==> src/rtl/pekm_pkg.sv <==
// ---------------------------------------------------------------------------
// pekm_pkg: shared constants and types
// Sizes, opcodes and the command and status bundles between controller and
// datapath of the paired-endpoint k-means step.
// ---------------------------------------------------------------------------
package pekm_pkg;

   localparam int MAX_VERTICES  = 16;
   localparam int MAX_TRACKLETS = 1024;

   localparam int COORD_W = 32;
   localparam int VIDX_W  = 4;
   localparam int VCNT_W  = 5;
   localparam int SUM_W   = 44;
   localparam int HIT_W   = 12;
   localparam int TAKEN_W = 11;
   localparam int DIST_W  = 66;
   localparam int DIV_STEPS = SUM_W;
   localparam int STEP_W  = 6;

   localparam logic [1:0] OP_LOAD   = 2'd0;
   localparam logic [1:0] OP_ASSIGN = 2'd1;
   localparam logic [1:0] OP_UPDATE = 2'd2;
   localparam logic [1:0] OP_UNUSED = 2'd3;

   localparam logic KIND_TRACK  = 1'b0;
   localparam logic KIND_VERTEX = 1'b1;

   typedef logic signed [COORD_W-1:0] coord_type;

   // Commands from the controller to the datapath.
   typedef struct packed {
      logic              capture;
      logic              issue_valid;
      logic              issue_ep;
      logic              pass2;
      logic              scan_clear;
      logic [VIDX_W-1:0] idx;
      logic              acc0;
      logic              acc1;
      logic              emit_track;
      logic              div_start;
      logic              div_step;
      logic              emit_vertex;
      logic              last;
      logic              clear_acc;
   } cmd_type;

   // Status from the datapath to the controller.
   typedef struct packed {
      logic [VCNT_W-1:0] active_n;
      logic [VIDX_W-1:0] bk;
      logic              slot_free;
      logic              count_zero;
   } status_type;

endpackage

==> src/rtl/pekm_ctrl.sv <==
// ---------------------------------------------------------------------------
// pekm_ctrl: sequencer
// Walks the vertex scans of an assignment, the accumulation, and the
// per-vertex divide and emit of an update.
// ---------------------------------------------------------------------------
module pekm_ctrl (
   input  logic                 clock,
   input  logic                 reset,
   input  logic                 req_valid,
   output logic                 req_stall,
   input  logic [1:0]           req_opcode,
   input  pekm_pkg::status_type status,
   output pekm_pkg::cmd_type    cmd
);
   import pekm_pkg::*;

   localparam logic [3:0] S_IDLE   = 4'd0;
   localparam logic [3:0] S_SCAN1  = 4'd1;
   localparam logic [3:0] S_DRAIN1 = 4'd2;
   localparam logic [3:0] S_SCAN2  = 4'd3;
   localparam logic [3:0] S_DRAIN2 = 4'd4;
   localparam logic [3:0] S_ACC0   = 4'd5;
   localparam logic [3:0] S_ACC1   = 4'd6;
   localparam logic [3:0] S_TEMIT  = 4'd7;
   localparam logic [3:0] S_USTART = 4'd8;
   localparam logic [3:0] S_UDIV   = 4'd9;
   localparam logic [3:0] S_UEMIT  = 4'd10;
   localparam logic [3:0] S_UCLEAR = 4'd11;

   logic [3:0]        state_ff, state_in;
   logic [VIDX_W-1:0] idx_ff, idx_in;
   logic              ep_ff, ep_in;
   logic [STEP_W-1:0] cnt_ff, cnt_in;
   logic              accept;
   logic              idx_last;

   assign req_stall = (state_ff != S_IDLE);
   assign accept    = req_valid && !req_stall;
   assign idx_last  = ({1'b0, idx_ff} == (status.active_n - VCNT_W'(1)));

   // Next state and commands.
   always_comb begin
      state_in = state_ff;
      idx_in   = idx_ff;
      ep_in    = ep_ff;
      cnt_in   = cnt_ff;
      cmd      = '0;
      cmd.idx  = idx_ff;
      cmd.issue_ep = ep_ff;
      cmd.last = idx_last;
      case (state_ff)
         S_IDLE: begin
            if (accept && req_opcode == OP_ASSIGN) begin
               cmd.capture    = 1'b1;
               cmd.scan_clear = 1'b1;
               idx_in   = '0;
               ep_in    = 1'b0;
               state_in = S_SCAN1;
            end else if (accept && req_opcode == OP_UPDATE) begin
               idx_in   = '0;
               state_in = S_USTART;
            end
         end
         S_SCAN1: begin
            cmd.issue_valid = 1'b1;
            if (idx_last) begin
               idx_in = '0;
               if (ep_ff) begin
                  cnt_in   = '0;
                  state_in = S_DRAIN1;
               end else begin
                  ep_in = 1'b1;
               end
            end else begin
               idx_in = idx_ff + VIDX_W'(1);
            end
         end
         S_DRAIN1: begin
            // Wait until the last candidate has passed the minimum stage.
            cnt_in = cnt_ff + STEP_W'(1);
            if (cnt_ff == STEP_W'(2)) begin
               cmd.scan_clear = 1'b1;
               idx_in   = '0;
               state_in = S_SCAN2;
            end
         end
         S_SCAN2: begin
            // The pass skips the vertex already taken by the closest pair.
            cmd.pass2       = 1'b1;
            cmd.issue_valid = (idx_ff != status.bk);
            if (idx_last) begin
               cnt_in   = '0;
               state_in = S_DRAIN2;
            end else begin
               idx_in = idx_ff + VIDX_W'(1);
            end
         end
         S_DRAIN2: begin
            cmd.pass2 = 1'b1;
            cnt_in = cnt_ff + STEP_W'(1);
            if (cnt_ff == STEP_W'(1)) begin
               state_in = S_ACC0;
            end
         end
         S_ACC0: begin
            cmd.acc0 = 1'b1;
            state_in = S_ACC1;
         end
         S_ACC1: begin
            cmd.acc1 = 1'b1;
            state_in = S_TEMIT;
         end
         S_TEMIT: begin
            if (status.slot_free) begin
               cmd.emit_track = 1'b1;
               state_in = S_IDLE;
            end
         end
         S_USTART: begin
            cmd.div_start = 1'b1;
            cnt_in = '0;
            state_in = status.count_zero ? S_UEMIT : S_UDIV;
         end
         S_UDIV: begin
            cmd.div_step = 1'b1;
            cnt_in = cnt_ff + STEP_W'(1);
            if (cnt_ff == STEP_W'(DIV_STEPS - 1)) begin
               state_in = S_UEMIT;
            end
         end
         S_UEMIT: begin
            if (status.slot_free) begin
               cmd.emit_vertex = 1'b1;
               if (idx_last) begin
                  state_in = S_UCLEAR;
               end else begin
                  idx_in   = idx_ff + VIDX_W'(1);
                  state_in = S_USTART;
               end
            end
         end
         S_UCLEAR: begin
            cmd.clear_acc = 1'b1;
            state_in = S_IDLE;
         end
         default: begin
            state_in = S_IDLE;
         end
      endcase
   end

   // State registers.
   always_ff @(posedge clock) begin
      if (reset) begin
         state_ff <= S_IDLE;
         idx_ff   <= '0;
         ep_ff    <= 1'b0;
         cnt_ff   <= '0;
      end else begin
         state_ff <= state_in;
         idx_ff   <= idx_in;
         ep_ff    <= ep_in;
         cnt_ff   <= cnt_in;
      end
   end

endmodule

==> config.mk <==
export PLATFORM = sky130hd
export DESIGN_NAME = pekm_ctrl
export DESIGN_NICKNAME = d
export VERILOG_FILES = /design/src/rtl/pekm_pkg.sv /design/src/rtl/pekm_ctrl.sv
export SDC_FILE = /design/constraint.sdc
export NUM_CORES = 1
export LEC_CHECK = 0
export ABC_AREA = 1
export BUFFER_PORTS_ARGS = -buffer_cell sky130_fd_sc_hd__buf_2
export CAP_MARGIN = 40
export CELL_PAD_IN_SITES_DETAIL_PLACEMENT = 1
export CELL_PAD_IN_SITES_GLOBAL_PLACEMENT = 2
export CORE_MARGIN = 2
export CORE_UTILIZATION = 25
export CTS_CLUSTER_SIZE = 12
export DETAILED_ROUTE_END_ITERATION = 12
export PLACE_DENSITY = 0.75
export SYNTH_ARGS = -nofsm -noshare
export SYNTH_HDL_FRONTEND = slang
export SYNTH_SLANG_ARGS = --single-unit
==> constraint.sdc <==
create_clock -name clock -period 2.55 [get_ports clock]
set_input_delay 0.1275 -clock clock [delete_from_list [all_inputs] [get_ports clock]]
set_output_delay 0.1275 -clock clock [all_outputs]
set_load 0.1 [all_outputs]
== Yosys cells after proc, flatten, opt, wreduce, memory -nomap -nowiden ==
Index checks and enable logic that the tools add are counted.
Storage, ports and cells
  bits in writable memories: 0
  input port bits: 16
  flip-flop bits (word level): 15
  output and inout bits: 18
  memory bits (read-only): 0
  latch bits: 0
  memories: 0
Cells by class
  $lt $le $gt $ge: 0
  divide/modulo/power cells: 0
  multiplexer cells: 41
  reductions and logical operators: 15
  equal/unequal tests: 28
  multiply operators: 0
  shift operators: 0
  $add $sub $neg: 3
  bitwise logic cells: 0
Operators with widths (count)
  $mux 4: 16
  $pmux 4 s11: 1
  $pmux 6 s4: 1
  $pmux 4 s5: 1
  $mux 6: 3
  $ne 2x2->1 const B: 9
  $eq 4x3->1 const B: 4
  $eq 4x4->1 const B: 4
  $mux 1: 14
  $reduce_and 9->1: 1
  $eq 4x2->1 const B: 2
  $reduce_and 4->1: 2
  $reduce_bool 4->1: 2
  $add 6x1->6 const B: 1
  $eq 6x1->1 const B: 1
  $eq 6x2->1 const B: 1
  $eq 6x6->1 const B: 1
  $pmux 1 s2: 3
  $eq 4x5->1: 1
  $reduce_bool 5->1: 1
  $sub 5x1->5 const B: 1
  $add 4x1->4 const B: 1
  $eq 4x1->1 const B: 1
  $logic_not 4->1: 1
  11 further kinds: 14

== Depth between registers and ports, before layout ==
Gate-level depths: netlist of the first run.
  depth in word-level cells: 7
  depth in mapped cells: 15
  depth with buffers taken out: 15

== Worst setup path before layout of the first run ==
Ideal clock, no wire load.
  kind: flip-flop to output port
  start: register idx_ff[0]
  end: output cmd[15] in the netlist's numbering
  cell stages (with the launch flop): 4
  arrival time: 3.416 ns
  slack: -0.993 ns
  path through: dfxtp_1 xor2_1 nor4_1 o21ai_0
RTL lines
  start, declared: line pekm_ctrl.sv:31  | logic [VIDX_W-1:0] idx_ff, idx_in;
  start signal, assigned: line pekm_ctrl.sv:161  | idx_ff <= idx_in;
  end, declared: line pekm_ctrl.sv:13  | output pekm_pkg::cmd_type cmd

==> results.yml, run 1 <==
status:
  outcome: "complete, no violations"
power_and_ir_drop:
  sequentialPowerShare: 0.200
  clock_power_share: 0.115
  switchingPower_w: 0.001127
  finalPower_w: 0.001807
  netSwitchingFraction: 0.6235
  p_leak_nw: 0.9209
  comb_power_share: 0.685
  peakVddDrop_v: 0.0005042
  power_density_mw_per_mm2: 1047
  p_int_w: 0.0006803
clock_tree:
  h-tree-depth: 1
  cts_resized: 0
  ctsHoldBuffers: 0
  clk_path_buf_depth: 2
  cts_root_buf: "clkbuf_8"
  worstSkewPairLatency_ns: 0.26
  cts_tree: "built"
  postCtsSetupBuffers: 0
  cts_buffers: 3
  path_clk_slew_ns: 0.07
  cts_sinks: 15
sta:
  worst_pin_slew_ns: 0.5057
  rsz0062_at_grt: "no"
  worst_slack_ns: 0.5466
  setup_violations: 0
  period_share: 0.7856
  timing.fmax_ghz: 0.4992
  slew_headroom: 0.6652
  fin_worst_hold_slack_ns: 0.1412
  maxSlewViolCount: 0
  clock_skew_ns: 0.007587
  finalHoldViolCount: 0
  fin_crit_ns: 2.003
floorplanning:
  design.die.area_mm2: 0.006336
  die_h_um: 79.60
  start_util: 0.2595
  fp-row-count: 27
  ios: 34
  core_area_mm2: 0.005507
  die_w_um: 79.60
layout:
  drive_above_1_share: 0.2578
  layout_common_cells: "73 x nand2_1, 35 x inv_1, 33 x buf_2, 27 x nor2_1, 21 x nand3_1"
  antenna_cells: 0
  area_growth_pct: 20.75
  mostFrequentLayoutCell: "nand2_1"
  nets: 309
setup_path:
  crit_path_end_kind: "output pin"
  cpLargestDelayFamily: "buffers and inverters"
  cpPeakStageDelay_ns: 0.47
  crit_slowest_cell: "dfxtp_1"
  path_max_fanout: 5
  crit_type: "reg -> out"
  worstPathArrival_ns: 1.88
  path_cells: "nand2_1 -> nor2_2 -> inv_1 -> o21ai_1 -> buf_2"
  crit_required_ns: 2.42
  crit_buf_inv: 2
  startpoint_type: "register"
synth:
  synth_fp_nets: 274
  yosys_warnings: 0
  synth_cell_types: 22
  netlist_instances: 253
  syn-cell-area_mm2: 0.001429
  ys_seq_area_frac: 0.2102
  synth.avg_cell_area_um2: 5.648
  ys_seq_elements: 15
drt:
  drtAntennaViolNets: 0
  vias: 1634
  routed_via_density: 4.552
  drt_first_iter_violations: 40
  wirelength_um: 4406
  wl_per_cell_um: 12.27
  drc: 0
  dr.pass1.iters: 4
global_route:
  grt_pass1_wl_um: 7452
  global_route.overflow_total: 0
  grt_max_degree: 9
  grt_antenna_before_repair: 0
  grt_pass1_vias: 1633
  grt_usage: 0.1470
hold_path:
  min_path_type: "in -> reg"
place:
  place_ws_ns: 0.7135
  portBuffers: 33
  dp_hpwl_um: 3692
  gp_congestion: 0.7849
run:
  drv_cap: 0
[registers in the layout, summed over array words and instances (netlist names)]
name,flops
idx_ff,4
state_ff,4
ep_ff,1
cnt_ff,6
[cell families (layout without fill, tap and decap cells)]
family	after synthesis	in the layout	share of synthesized area
XOR/XNOR	5	5	0.03065
flip-flops	15	15	0.2102
AND/OR/NAND/NOR	157	157	0.4956
AO/OA/AOI/OAI	24	24	0.09107
buffers and inverters	47	81	0.1287
adder cells (fa/ha/maj)	5	5	0.04378
[per-layer routing]
layer  global-route usage  vias up  share of wire
met5                    0        -              0
met4              0.03621        0         0.0082
met3              0.01923        4          0.028
met2               0.2454       22           0.46
met1               0.1993      753           0.50
li1                     -      855              -
[synthesized netlist by cell type]
cell type / count / area (µm²)
a21oi_1: 13 / 65.06
a21oi_2: 1 / 8.760
buf_1: 1 / 3.750
buf_4: 2 / 15.01
dfxtp_1: 15 / 300.3
ha_1: 5 / 62.56
inv_1: 35 / 131.4
inv_2: 9 / 33.78
nand2_1: 73 / 274.0
nand2_2: 8 / 50.05
nand3_1: 21 / 105.1
nand4_1: 4 / 25.02
nor2_1: 27 / 101.4
nor2_2: 13 / 81.33
nor2_4: 2 / 22.52
nor3_1: 6 / 30.03
nor4_1: 2 / 12.51
o21ai_0: 8 / 40.04
o21ai_2: 1 / 8.760
o31ai_1: 1 / 7.510
or2_2: 1 / 6.260
xor2_1: 5 / 43.79
[worst register-to-register path: cells and delay by family, from the launching register on]
family | cells | cell delay (ns)
buffers and inverters | 1 | 0.12
flip-flops | 1 | 0.47
AND/OR/NAND/NOR | 10 | 1.01
[final cells by class]
cell class / count / area [µm²]
clock buffer: 4 / 45.04
fill: 757 / 3781
inverter: 44 / 165.2
multi-input combinational: 191 / 959.7
sequential: 15 / 300.3
tap: 72 / 90.09
timing repair buffer: 33 / 165.2
[power groups by stage]
stage	Clock (W)	Combinational, W	Sequential (W)
2_1_floorplan	0	0.000918	0.000460
3_3_place_gp	0	0.00125	0.000365
3_5_place_dp	0	0.00125	0.000368
4_1_cts	0.000215	0.00125	0.000363
5_1_grt	0.000221	0.00137	0.000370
6_report	0.000208	0.00124	0.000361
[final timing paths]
kind                                  start     endpoint  slack [ns]  cells after the start
worst max-delay path            state_ff[1]      cmd[15]        0.55                      5
worst min-delay path                  reset    cnt_ff[1]        0.14                      2
worst max register to register    idx_ff[1]  state_ff[0]        0.85                     11
worst min register to register        ep_ff        ep_ff        0.49                      2
[metrics by stage]
stage,instance area [µm²],util,cells,setup TNS [ns]
2_1_floorplan,1444,-,253,-0.2368
3_3_place_gp,1680,0.3052,355,0
3_5_place_dp,1680,0.3052,355,0
4_1_cts,1725,0.3133,359,0
5_1_grt,1725,0.3133,359,0
6_report,1725,0.3133,359,0
No activity file was read; power rests on OpenSTA's default activity.
==> run 2, diff against run 1 <==
Settings changed: CORE_UTILIZATION 25 to 24, PLACE_DENSITY 0.75 to 0.76.
Clock period 2.55 ns to 1.65 ns, I/O delays scaled along.
==> results.yml, run 2 (synthesis gave the netlist of run 1 again) <==
sta:
  clock_skew_ns: 0.001035
  timing.fmax_ghz: 0.6225
  rsz0062_at_grt: "yes"
  slew_headroom: 0.6798
  finalHoldViolCount: 0
  setup_violations: 0
  period_share: 0.9735
  worst_pin_slew_ns: 0.4837
  tns_ns: 0
  fin_crit_ns: 1.606
  fin_worst_hold_slack_ns: 0.09329
  maxSlewViolCount: 0
setup_path:
  path_cells: "inv_4 -> ha_4 -> nand3_2 -> buf_6 -> o31ai_4 -> buf_12"
  r2r_cells: 11
  reg2reg_to: "state_ff[3]"
  cpPeakStageDelay_ns: 0.37
  crit_path_end_kind: "output pin"
  crit_type: "reg -> out"
  startpoint_type: "register"
  crit_slowest_cell: "dfxtp_4"
  rr_startpoint: "cnt_ff[0]"
  crit_required_ns: 1.57
  worstPathArrival_ns: 1.52
  rrSetupSlack_ns: 0.06
  path_max_fanout: 4
layout:
  reg_top3: "cnt_ff x6, idx_ff x4, state_ff x4"
  drive_above_1_share: 0.4798
  mostFrequentLayoutCell: "nand2_1"
  nets: 343
  layout_common_cells: "62 x nand2_1, 32 x buf_4, 31 x inv_1, 22 x buf_2"
  final_cells: 396
  largest_reg_flops: 6
  antenna_cells: 0
  fill_cells: 770
  area_growth_pct: 68.48
  top_register: "cnt_ff"
global_route:
  grt_usage: 0.1502
  grt_max_degree: 9
  grt_pass1_vias: 1700
  grt_pass1_wl_um: 7734
  grt_antenna_before_repair: 0
  global_route.overflow_total: 0
power_and_ir_drop:
  peakVddDrop_v: 0.0006061
  power_density_mw_per_mm2: 1456
  finalPower_w: 0.003505
  p_leak_nw: 1.157
floorplanning:
  die_h_um: 81.16
  ios: 34
  core_area_mm2: 0.005851
  fp-row-count: 28
  design.die.area_mm2: 0.006587
  die_w_um: 81.16
  start_util: 0.2442
drt:
  met3_length_um: 168
  vias: 1785
  drt_first_iter_violations: 18
  routed_via_density: 4.508
  drc: 0
  dr.pass1.iters: 4
  wl_per_cell_um: 12.44
  drtAntennaViolNets: 0
  wirelength_um: 4926
  top_layer: "met4"
  m1WireLength_um: 2354
  wl_met2_um: 2387
status:
  outcome: "complete, no violations"
clock_tree:
  cts_sinks: 15
  cts_root_buf: "clkbuf_8"
  h-tree-depth: 1
  clk_path_buf_depth: 2
  worstSkewPairLatency_ns: 0.25
  cts_tree: "built"
  cts_buffers: 3
  path_clk_slew_ns: 0.07
place:
  dp_hpwl_um: 3985
  gp_congestion: 0.7519
  dp.cells: 383
  portBuffers: 33
hold_path:
  hold_end: "cnt_ff[1]"
  min_path_type: "in -> reg"
  hold_depth: 2
  hold_start: "reset"
run:
  drv_cap: 0
==> run 2: per-stage QoR <==
| step | instance area, µm² | util | setup slack, ns |
|---|---|---|---|
| after floorplan | 1514 | - | -0.1096 |
| after global placement | 2092 | 0.3576 | -0.05787 |
| after detailed placement | 2092 | 0.3576 | -0.09614 |
| after CTS | 2153 | 0.3681 | 0.001802 |
| after global routing | 2407 | 0.4115 | -0.04624 |
| final | 2407 | 0.4115 | 0.04368 |
==> run 2: worst max-delay path, delay by kind of cell, from the launching register on <==
family	cells	cell delay [ns]
flip-flops	1	0.37
AO/OA/AOI/OAI	1	0.28
buffers and inverters	3	0.41
adder cells (fa/ha/maj)	1	0.12
AND/OR/NAND/NOR	1	0.08
==> run 2: cell type report <==
type / instances / area (µm²) / share of cell area
clock buffers: 4 / 45.04 / 0.01871
inverters: 44 / 176.4 / 0.07328
multi-input cells: 191 / 1171 / 0.4865
flip-flops and latches: 15 / 327.8 / 0.1362
well taps: 75 / 93.84 / 0.03898
repair buffers: 67 / 593.1 / 0.2464
==> run 2: how the worst max path moves through the flow <==
stage / depth (start not counted) / start / endpoint
floorplan: 9 / state_ff[2] / state_ff[1]
global placement: 13 / status[6] / state_ff[3]
detailed placement: 14 / status[6] / state_ff[3]
CTS: 6 / state_ff[1] / cmd[12]
global route: 12 / cnt_ff[1] / state_ff[3]
finish: 6 / cnt_ff[0] / cmd[12]
==> run 2: timing repair <==
action | CTS | global route
pin swaps | 0 | 21
resized for setup | 6 | 51
setup buffers | 0 | 9
hold buffers | 0 | 0
endpoints found under the setup margin | 4 | 19
==> run 2: per-layer routing <==
metal,vias to the layer above,track usage
li1,924,-
met1,831,0.2040
met2,28,0.2562
met3,2,0.02333
met4,0,0.02034
met5,-,0
==> run 2: where the power goes <==
part	internal (W)	total, W	switching (W)
clock network	0.000171	0.000311	0.000140
logic	0.000865	0.00261	0.00174
registers	0.000464	0.000588	0.000124
total	0.00150	0.00351	0.00200
